[config.mk]
export PLATFORM = sky130hd
export DESIGN_NAME = integer_to_ascii_formatter_top
export DESIGN_NICKNAME = d
export VERILOG_FILES = /design/src/rtl/i2a_pkg.sv /design/src/rtl/i2a_ctrl.sv /design/src/rtl/i2a_dp.sv /design/src/rtl/integer_to_ascii_formatter_top.sv
export SDC_FILE = /design/constraint.sdc
export NUM_CORES = 1
export LEC_CHECK = 0
export BUFFER_PORTS_ARGS = -buffer_cell sky130_fd_sc_hd__buf_4
export CORE_UTILIZATION = 40
export CTS_BUF_LIST = sky130_fd_sc_hd__clkbuf_16
export DETAILED_ROUTE_END_ITERATION = 6
export HOLD_SLACK_MARGIN = 0.06
export SYNTH_ARGS = -nofsm -noshare
export SYNTH_HDL_FRONTEND = slang
export SYNTH_HIERARCHICAL = 1
export SYNTH_SLANG_ARGS = --single-unit
[constraint.sdc]
create_clock -name clk -period 5.2 [get_ports clk]
set_clock_uncertainty 0.05 [all_clocks]
set_input_delay 0.52 -clock clk [delete_from_list [all_inputs] [get_ports clk]]
set_output_delay 0.52 -clock clk [all_outputs]
set_load 0.01 [all_outputs]
[src/rtl/i2a_pkg.sv]
// shared types, codes and character constants for the integer to ascii formatter
package i2a_pkg;

  // format codes
  localparam logic [1:0] FUNC_UDEC = 2'd0;
  localparam logic [1:0] FUNC_SDEC = 2'd1;
  localparam logic [1:0] FUNC_HEX  = 2'd2;
  localparam logic [1:0] FUNC_NONE = 2'd3;

  // ascii codes
  localparam logic [6:0] CH_ZERO  = 7'h30;
  localparam logic [6:0] CH_A     = 7'h41;
  localparam logic [6:0] CH_MINUS = 7'h2d;

  // input beat
  typedef struct packed {
    logic [1:0]  func;
    logic [31:0] value;
    logic [5:0]  hex_bits;
  } in_item_t;

  // result beat
  typedef struct packed {
    logic [6:0] character;
    logic       last_char;
  } out_item_t;

  // controller to datapath commands
  typedef struct packed {
    logic load;
    logic dabble;
    logic skip;
    logic emit_dec;
    logic emit_hex;
    logic emit_sign;
  } cmd_t;

  // datapath to controller status
  typedef struct packed {
    logic conv_last;
    logic skip_ok;
    logic one_left;
    logic none_left;
    logic neg;
  } sts_t;

  // upper-case hex digit for one nibble
  function automatic logic [6:0] nib_char(input logic [3:0] n);
    logic [6:0] c;
    if (n < 4'd10) begin
      c = CH_ZERO + {3'b000, n};
    end else begin
      c = CH_A + {3'b000, n - 4'd10};
    end
    return c;
  endfunction

endpackage

[src/rtl/i2a_ctrl.sv]
// controller state machine for the integer to ascii formatter
module i2a_ctrl (
  input  logic            clk,
  input  logic            rst_n,
  input  logic            start,
  input  logic [1:0]      func,
  input  i2a_pkg::sts_t   sts,
  output i2a_pkg::cmd_t   cmd,
  output logic            busy
);

  localparam logic [2:0] ST_IDLE = 3'd0;
  localparam logic [2:0] ST_CONV = 3'd1;
  localparam logic [2:0] ST_SCAN = 3'd2;
  localparam logic [2:0] ST_SIGN = 3'd3;
  localparam logic [2:0] ST_DEC  = 3'd4;
  localparam logic [2:0] ST_HEX  = 3'd5;

  logic [2:0] state_r, state_nxt;

  // next state and commands
  always_comb begin
    state_nxt = state_r;
    cmd       = '0;
    unique case (state_r)
      ST_IDLE: begin
        if (start) begin
          priority if (func == i2a_pkg::FUNC_HEX) begin
            cmd.load  = 1'b1;
            state_nxt = ST_HEX;
          end else if (func == i2a_pkg::FUNC_NONE) begin
            state_nxt = ST_IDLE;
          end else begin
            cmd.load  = 1'b1;
            state_nxt = ST_CONV;
          end
        end
      end
      ST_CONV: begin
        cmd.dabble = 1'b1;
        if (sts.conv_last) state_nxt = ST_SCAN;
      end
      ST_SCAN: begin
        if (sts.skip_ok) begin
          cmd.skip = 1'b1;
        end else begin
          state_nxt = sts.neg ? ST_SIGN : ST_DEC;
        end
      end
      ST_SIGN: begin
        cmd.emit_sign = 1'b1;
        state_nxt     = ST_DEC;
      end
      ST_DEC: begin
        cmd.emit_dec = 1'b1;
        if (sts.one_left) state_nxt = ST_IDLE;
      end
      ST_HEX: begin
        if (sts.none_left) begin
          state_nxt = ST_IDLE;
        end else begin
          cmd.emit_hex = 1'b1;
          if (sts.one_left) state_nxt = ST_IDLE;
        end
      end
      default: state_nxt = ST_IDLE;
    endcase
  end

  // state register
  always_ff @(posedge clk) begin
    if (!rst_n) begin
      state_r <= ST_IDLE;
    end else begin
      state_r <= state_nxt;
    end
  end

  assign busy = (state_r != ST_IDLE);

endmodule

[src/rtl/i2a_dp.sv]
// datapath: double-dabble converter, digit shifter, hex aligner and output register
module i2a_dp #(
  parameter int VALUE_WIDTH = 32,
  parameter int DEC_DIGITS  = 10
) (
  input  logic               clk,
  input  logic               rst_n,
  input  i2a_pkg::in_item_t  in_item,
  input  i2a_pkg::cmd_t      cmd,
  output i2a_pkg::sts_t      sts,
  output logic               out_valid,
  output i2a_pkg::out_item_t out_item
);

  localparam int NIB  = (VALUE_WIDTH + 3) / 4;
  localparam int HW   = NIB * 4;
  localparam int BW   = DEC_DIGITS * 4;
  localparam int CMAX = (DEC_DIGITS > NIB) ? DEC_DIGITS : NIB;
  localparam int RW   = $clog2(CMAX + 1);
  localparam int CW   = $clog2(VALUE_WIDTH + 1);
  localparam int SW   = $clog2(HW + 1);

  logic [HW-1:0]      work_r, work_nxt;
  logic [BW-1:0]      bcd_r, bcd_nxt;
  logic               ovf_r, ovf_nxt;
  logic               neg_r, neg_nxt;
  logic [CW-1:0]      bitcnt_r, bitcnt_nxt;
  logic [RW-1:0]      remain_r, remain_nxt;
  logic               out_valid_r;
  i2a_pkg::out_item_t out_r, out_nxt;

  // input value at the configured width
  logic [VALUE_WIDTH+31:0] v_ext;
  logic [VALUE_WIDTH-1:0]  v;
  logic [VALUE_WIDTH-1:0]  mag;
  logic                    is_neg;
  assign v_ext  = {{VALUE_WIDTH{1'b0}}, in_item.value};
  assign v      = v_ext[VALUE_WIDTH-1:0];
  assign is_neg = (in_item.func == i2a_pkg::FUNC_SDEC) && v[VALUE_WIDTH-1];
  assign mag    = is_neg ? (~v + 1'b1) : v;

  // hex width saturation, masking and alignment of the top nibble
  logic [6:0]             bits_sat;
  logic [RW-1:0]          nib_cnt;
  logic [VALUE_WIDTH-1:0] hex_masked;
  logic [SW-1:0]          hex_shamt;
  logic [6:0]             nib_round;
  assign bits_sat   = ({1'b0, in_item.hex_bits} > 7'(VALUE_WIDTH)) ?
                      7'(VALUE_WIDTH) : {1'b0, in_item.hex_bits};
  assign nib_round  = bits_sat + 7'd3;
  assign nib_cnt    = RW'(nib_round[6:2]);
  assign hex_masked = v & ~({VALUE_WIDTH{1'b1}} << bits_sat);
  assign hex_shamt  = SW'(HW) - SW'({nib_round[6:2], 2'b00});

  // add-3 correction on every digit before the shift
  logic [BW-1:0] bcd_adj;
  always_comb begin
    for (int i = 0; i < DEC_DIGITS; i++) begin
      bcd_adj[i*4 +: 4] = (bcd_r[i*4 +: 4] >= 4'd5) ?
                          bcd_r[i*4 +: 4] + 4'd3 : bcd_r[i*4 +: 4];
    end
  end

  logic [3:0] top_digit;
  assign top_digit = bcd_r[BW-1 -: 4];

  // register updates by command
  always_comb begin
    work_nxt   = work_r;
    bcd_nxt    = bcd_r;
    ovf_nxt    = ovf_r;
    neg_nxt    = neg_r;
    bitcnt_nxt = bitcnt_r;
    remain_nxt = remain_r;
    out_nxt    = out_r;
    if (cmd.load) begin
      if (in_item.func == i2a_pkg::FUNC_HEX) begin
        work_nxt   = HW'(hex_masked) << hex_shamt;
        remain_nxt = nib_cnt;
        neg_nxt    = 1'b0;
      end else begin
        work_nxt   = HW'(mag);
        bcd_nxt    = '0;
        ovf_nxt    = 1'b0;
        neg_nxt    = is_neg;
        bitcnt_nxt = CW'(VALUE_WIDTH);
        remain_nxt = RW'(DEC_DIGITS);
      end
    end
    if (cmd.dabble) begin
      bcd_nxt    = {bcd_adj[BW-2:0], work_r[VALUE_WIDTH-1]};
      ovf_nxt    = ovf_r | bcd_adj[BW-1];
      work_nxt   = work_r << 1;
      bitcnt_nxt = bitcnt_r - 1'b1;
    end
    if (cmd.skip) begin
      bcd_nxt    = bcd_r << 4;
      remain_nxt = remain_r - 1'b1;
    end
    if (cmd.emit_sign) begin
      out_nxt.character = i2a_pkg::CH_MINUS;
      out_nxt.last_char = 1'b0;
    end
    if (cmd.emit_dec) begin
      out_nxt.character = i2a_pkg::CH_ZERO + {3'b000, top_digit};
      out_nxt.last_char = (remain_r == RW'(1));
      bcd_nxt           = bcd_r << 4;
      remain_nxt        = remain_r - 1'b1;
    end
    if (cmd.emit_hex) begin
      out_nxt.character = i2a_pkg::nib_char(work_r[HW-1 -: 4]);
      out_nxt.last_char = (remain_r == RW'(1));
      work_nxt          = work_r << 4;
      remain_nxt        = remain_r - 1'b1;
    end
  end

  // payload registers
  always_ff @(posedge clk) begin
    work_r   <= work_nxt;
    bcd_r    <= bcd_nxt;
    ovf_r    <= ovf_nxt;
    neg_r    <= neg_nxt;
    bitcnt_r <= bitcnt_nxt;
    remain_r <= remain_nxt;
    out_r    <= out_nxt;
  end

  // result strobe
  always_ff @(posedge clk) begin
    if (!rst_n) begin
      out_valid_r <= 1'b0;
    end else begin
      out_valid_r <= cmd.emit_dec | cmd.emit_hex | cmd.emit_sign;
    end
  end

  // status to the controller
  assign sts.conv_last = (bitcnt_r == CW'(1));
  assign sts.skip_ok   = !ovf_r && (top_digit == 4'd0) && (remain_r > RW'(1));
  assign sts.one_left  = (remain_r == RW'(1));
  assign sts.none_left = (remain_r == '0);
  assign sts.neg       = neg_r;

  assign out_valid = out_valid_r;
  assign out_item  = out_r;

endmodule

[src/rtl/integer_to_ascii_formatter_top.sv]
// top level of the integer to ascii formatter
//
//  channel | ports                   | handshake
//  --------+-------------------------+--------------------------------------
//  input   | in_item                 | taken when start=1 and busy=0
//  result  | out_item (out_valid)    | one beat per strobe cycle, no stall
//
// decimal: a load, VALUE_WIDTH double-dabble steps, a scan step per dropped
//   leading zero plus one more, then the characters one by one ('-' included)
// hex: a load, then one character per nibble (none when nothing prints)
// format code 3 is taken and dropped with busy never raised
// synchronous active-low reset returns to idle; results cannot be held off
module integer_to_ascii_formatter_top #(
  parameter int VALUE_WIDTH = 32,
  parameter int DEC_DIGITS  = 10
) (
  input  logic               clk,
  input  logic               rst_n,
  input  logic               start,
  output logic               busy,
  input  i2a_pkg::in_item_t  in_item,
  output logic               out_valid,
  output i2a_pkg::out_item_t out_item
);

  i2a_pkg::cmd_t cmd;
  i2a_pkg::sts_t sts;

  i2a_ctrl u_ctrl (
    .clk   (clk),
    .rst_n (rst_n),
    .start (start),
    .func  (in_item.func),
    .sts   (sts),
    .cmd   (cmd),
    .busy  (busy)
  );

  i2a_dp #(
    .VALUE_WIDTH (VALUE_WIDTH),
    .DEC_DIGITS  (DEC_DIGITS)
  ) u_dp (
    .clk       (clk),
    .rst_n     (rst_n),
    .in_item   (in_item),
    .cmd       (cmd),
    .sts       (sts),
    .out_valid (out_valid),
    .out_item  (out_item)
  );

endmodule

Yosys cells after proc, flatten, opt, wreduce, memory -nomap -nowiden. Index checks and enable logic that the tools add are counted.

Flip-flop bits (word level): 96. Input bits: 43. Output and inout bits: 10. Word-level logic and storage cells: 142.

Bitwise logic cells: 6. Reduce and logical (&&, ||, !) cells: 18. Shifts and indexed selects: 2. Multiplexer cells: 56. Order comparisons: 13. $add $sub $neg: 19. Eq/ne operators: 15.

Operators by type and width (number): $mux W40 (5); $mux W32 (5); $not A32 Y32 (2); $mux W4 (15); $add A4 B2 Y4 const B (10); $ge A4 B3 Y1 const B (10); $add A32 B1 Y32 const B (1); $and A32 B32 Y32 (1); $shl A32 B6 Y32 (1); $shl A32 B7 Y32 const A (1); $mux W6 (4); $mux W8 (3); $mux W3 (7); $pmux W3 S6 (1); $mux W1 (15); $add A6 B4 Y7 const A (2); $reduce_bool A3 Y1 (3); $logic_not A4 Y1 (2); $ne A2 B2 Y1 const B (4); $reduce_bool A4 Y1 (2); $add A7 B4 Y7 const A (1); $mux W7 (1); $add A6 B2 Y6 const B (1); $eq A3 B2 Y1 const B (2); other kinds (22) (30).

Depth between registers and ports, before layout.
Depth in word-level cells: 10. Mapped depth: 15. Depth with buffers taken out: 11.

By module. Netlist, hierarchy kept.

By module, submodules not included: i2a_dp (times used 1, seq. area each 2702.6 um^2, area each 7562.3 um^2, cells each 873); i2a_ctrl (times used 1, seq. area each 60.1 um^2, area each 282.8 um^2, cells each 37).

Least setup slack after synthesis. OpenSTA, ideal clock, no wires.

Path type: in2reg. Start point: input in_item[5] (netlist bit). End point: register u_dp.work_r[29] (data pin). Required time: 4888 ps. Setup time: 262 ps. Arrival: 3762 ps. Path slack: 1125 ps. Stages: 14. Path through: clkbuf_1 > clkbuf_1 > buf_1 > nor2_1 > ha_1 > clkinv_1 > buf_1 > ha_1 > clkinv_1 > clkbuf_1 > clkbuf_1 > o221ai_1 > a311oi_1 > a21oi_1.

Word-level cells in the longest chain between the ends: 10. Elaborated cells between the ends (all ways): 12.

Ends and longest elaborated chain: from (decl) (RTL line integer_to_ascii_formatter_top.sv:21) `input i2a_pkg::in_item_t in_item,`; $gt A6 B6 Y1 (RTL line i2a_dp.sv:48) `assign bits_sat = ({1'b0, in_item.hex_bits} > 7'(VALUE_WIDTH)) ?`; $mux W6 * (RTL line i2a_dp.sv:48); parallel branches: the longest is 3 deep, another holds $add A6 B2 Y6; $shl A32 B6 Y32 * (RTL line i2a_dp.sv:78) `work_nxt = HW'(hex_masked) << hex_shamt;`; $mux W32 * (RTL line i2a_dp.sv:77) `if (in_item.func == i2a_pkg::FUNC_HEX) begin`; $mux W32 * (RTL line i2a_dp.sv:76) `if (cmd.load) begin`; $mux W32 * (RTL line i2a_dp.sv:90) `if (cmd.dabble) begin`; $mux W32 * (RTL line i2a_dp.sv:110) `if (cmd.emit_hex) begin`; net u_dp.work_nxt[29] (RTL line i2a_dp.sv:23) `logic [HW-1:0] work_r, work_nxt;`; to (signal assigned) (RTL line i2a_dp.sv:120) `work_r <= work_nxt;`; to (decl) (RTL line i2a_dp.sv:23).

Mark *: on every way through the listed nets, which the timed path passes. The select of a mux whose other input is x is not followed. A chain may end at the register's enable or synchronous reset.

Worst setup path in the final report.
Start point: input in_item[5] (netlist bit). End point: register u_dp.work_r[24] (data pin).

Same word-level chain as after synthesis.

==> results_dict.tcl <==
set metrics [dict create \
    grt_pass1_wl_mm 37.75 \
    drc_errors 0 \
    final.period_utilization 0.7404 \
    outcome "complete, no violations" \
    area_growth_pct 11.00 \
    path_class "primary input to flip-flop" \
    synth.most_common_cell "o21ai_0" \
    synth_seq_cells 96 \
    numCtsBuffers 9 \
    yosys_warnings 6 \
    leakagePower_uw 0.003173 \
    setup_viol 0 \
    finalWirelength_mm 23.56 \
    syn_area_sq_um 7845 \
    port_buffers 52 \
    start_util 0.4139 \
    cts_tree "yes" \
    tns_ns 0 \
    min_path_type "primary input to flip-flop" \
    synth_top_area_cell "edfxtp_1" \
    finalNetCount 1005 \
    min_period_ns 3.850 \
    crit_arrival_ns 3.99 \
    clock_latency_ns 0.35 \
    async_flop_share 0 \
    die_w_um 142.0 \
    dr.pass1.iters 6 \
    synth_compound_area_frac 0.2700 \
    vdd_drop_max_mv 0.1774 \
    rows 50 \
    post_cts_resized 0 \
    grt-ovfl-total 0 \
    yosysUniqueCellTypes 77 \
    synthFlopType "edfxtp_1" \
    cts_setup_buffers 0 \
    rsz0062_at_grt "no" \
    path_cells "buf_4 > nor2_1 > ha_1 > clkinv_1 > buf_4 > ha_1 > buf_4 > clkinv_1 > mux4_2 > o221a_2 > o21ai_0" \
    core-area_sq_um 18960 \
    cts_sinks 96 \
    slew_headroom 0.2753 \
    synthTopCellsByArea "edfxtp_1 (32%), o21ai_0 (6.1%), ha_1 (5.1%)" \
    viasPerCell 6.079 \
    required_ns 5.34 \
    final_cells 1195 \
    power.share.switching 0.4231 \
    pwr-share-clk 0.147 \
    cp_slowest_cell "mux4_2" \
    ant_nets 0 \
    synth_top_area_share 0.3215 \
    synth.area.mux_share 0.02967 \
    hold_viol_final 0 \
    io_pins 53 \
    reg2reg_slack_ns 1.49 \
    yosys.area_share.xor_xnor 0.06140 \
    p_switching_uw 1772 \
    n_antenna_cell 0 \
    worst_setup_path_end_kind "flip-flop" \
    die-area_sq_um 20180 \
    ctsHtreeMaxLevel 3 \
    wl_per_cell_um 19.72 \
    synth_edf_count 84 \
    tightest_slew_ns 1.086 \
    combPwrFrac 0.453 \
    grt_pass1_vias 6778 \
    max_cap_viol_count 0 \
    fmax_mhz 259.7 \
    synth_top_family_by_area "compound AO/OA/AOI/OAI gates" \
    syn_inst 910 \
    dpl.cell_count 1179 \
    antenna_found_initial 0 \
    vias 7265 \
    crit_top_cell "buf_4" \
    synth_nets 985 \
    root_buffer "clkbuf_16" \
    syn_area_per_cell_sq_um 8.621 \
    grt_max_degree 44 \
    cts_hold_buf 0 \
    gp_congestion 0.9948 \
    p_int_uw 2416 \
    worstSetupStartpointType "primary input" \
    yosys.area_share.adder 0.05104 \
    drive_gt1_frac 0.1198 \
    ys_top_cells_by_count "o21ai_0 (95), edfxtp_1 (84), a21oi_1 (75)" \
    ctsLongestPathBuffers 2 \
    power.density_nw_per_um2 480.9 \
    drt_iter0_markers 959 \
    drv_slew 0 \
    grt_usage 0.2398 \
    die_y_um 142.0 \
    synthSimpleGateAreaFrac 0.1829 \
    dpl.hpwl_mm 17.57 \
    clkTransAtPathRegs_ns 0.07 \
    critical_path.max_fanout 35 \
    ys_seq_area_frac 0.3522 \
    p_seq_frac 0.400 \
    max_stage_delay_ns 0.71 \
]
[power groups by stage]
stage               registers, uW  clock network (uW)  logic, uW
floorplan                    1570                   0       1420
global placement             1680                   0       1860
detailed placement           1690                   0       1880
CTS                          1670                 638       1890
global route                 1720                 665       2120
finish                       1680                 616       1900
[placed cells by master (no fill, tap or decap), types with 7 or more instances in the layout]
cell type and instances:
nor2_1 69, nand3_1 16, o31ai_1 10, dfxtp_1 12
a222oi_1 7, or2_2 7, a22oi_1 19, and2_1 13
edfxtp_1 84, o221ai_1 12, a21oi_1 75, or4_1 9
o32ai_1 10, nor3_1 14, or3_1 11, o22ai_1 13
nand2_1 68, o21a_1 7, o211ai_1 8, inv_1 47
nand2b_1 14, o21ai_0 95, clkbuf_16 9, nor3b_1 14
xor2_1 25, ha_1 32, xnor2_1 30, a211oi_1 8
a31oi_1 7, mux2i_1 12, nor2b_1 14, buf_4 67
[critical path: cells and delay by family]
family | cells | cell delay, ns
mux | 1 | 0.71
simple gates | 1 | 0.12
fa+ha+maj | 2 | 0.63
buf+inv | 5 | 1.57
compound gates | 2 | 0.43
[cell type report]
| class | instances | area (sq um) |
|---|---|---|
| clock inverter | 7 | 38.79 |
| timing repair buffer | 67 | 503.0 |
| inverter | 47 | 176.4 |
| multi-input combinational | 709 | 4677 |
| tap | 260 | 325.3 |
| sequential | 96 | 2763 |
| clock buffer | 9 | 225.2 |
| fill | 1881 | 10250 |
[final timing paths]
check | to | from | cells past startpoint
max | u_dp/work_r[24]$_DFFE_PP_ | in_item[5] | 11
min | u_ctrl/state_r[1]$_SDFFE_PN0P_ | rst_n | 2
max reg2reg | u_dp/work_r[22]$_DFFE_PP_ | u_ctrl/state_r[0]$_SDFFE_PN0P_ | 8
min reg2reg | u_dp/bcd_r[3]$_SDFFE_PP0P_ | u_dp/bcd_r[2]$_SDFFE_PP0P_ | 2
[metrics by stage]
stage	hold WS (ns)	setup WS [ns]	util	area (sq um)	power (uW)
floorplan	0.4322	1.125	-	7845	2996
global placement	0.4562	1.117	0.4455	8444	3543
detailed placement	0.4675	1.122	0.4455	8444	3567
CTS	0.3413	1.476	0.4594	8708	4203
global route	0.3537	1.126	0.4594	8708	4509
finish	0.3548	1.350	0.4594	8708	4188
[registers in the layout, indices dropped and copies added (netlist names)]
| register | flops |
|---|---|
| u_ctrl/state_r | 3 |
| u_dp/bcd_r | 40 |
| u_dp/bitcnt_r | 6 |
| u_dp/neg_r | 1 |
| u_dp/out_item | 8 |
| u_dp/out_valid | 1 |
| u_dp/ovf_r | 1 |
| u_dp/remain_r | 4 |
| u_dp/work_r | 32 |
[cell families (layout without fill, tap and decap cells)]
| logic type | count (synthesis) | after routing |
|---|---|---|
| flops | 96 | 96 |
| mux | 20 | 20 |
| fa+ha+maj | 32 | 32 |
| compound gates | 325 | 325 |
| buf+inv | 105 | 130 |
| simple gates | 277 | 277 |
| xor+xnor | 55 | 55 |
[per-layer routing]
layer / track usage / vias up / part of all wire
li1: - / 3465 / -
met1: 0.3374 / 3405 / 0.45
met2: 0.3643 / 347 / 0.45
met3: 0.03937 / 48 / 0.073
met4: 0.09734 / 0 / 0.032
met5: 0 / - / 0
Note: power is estimated with default switching activity, not from simulation.
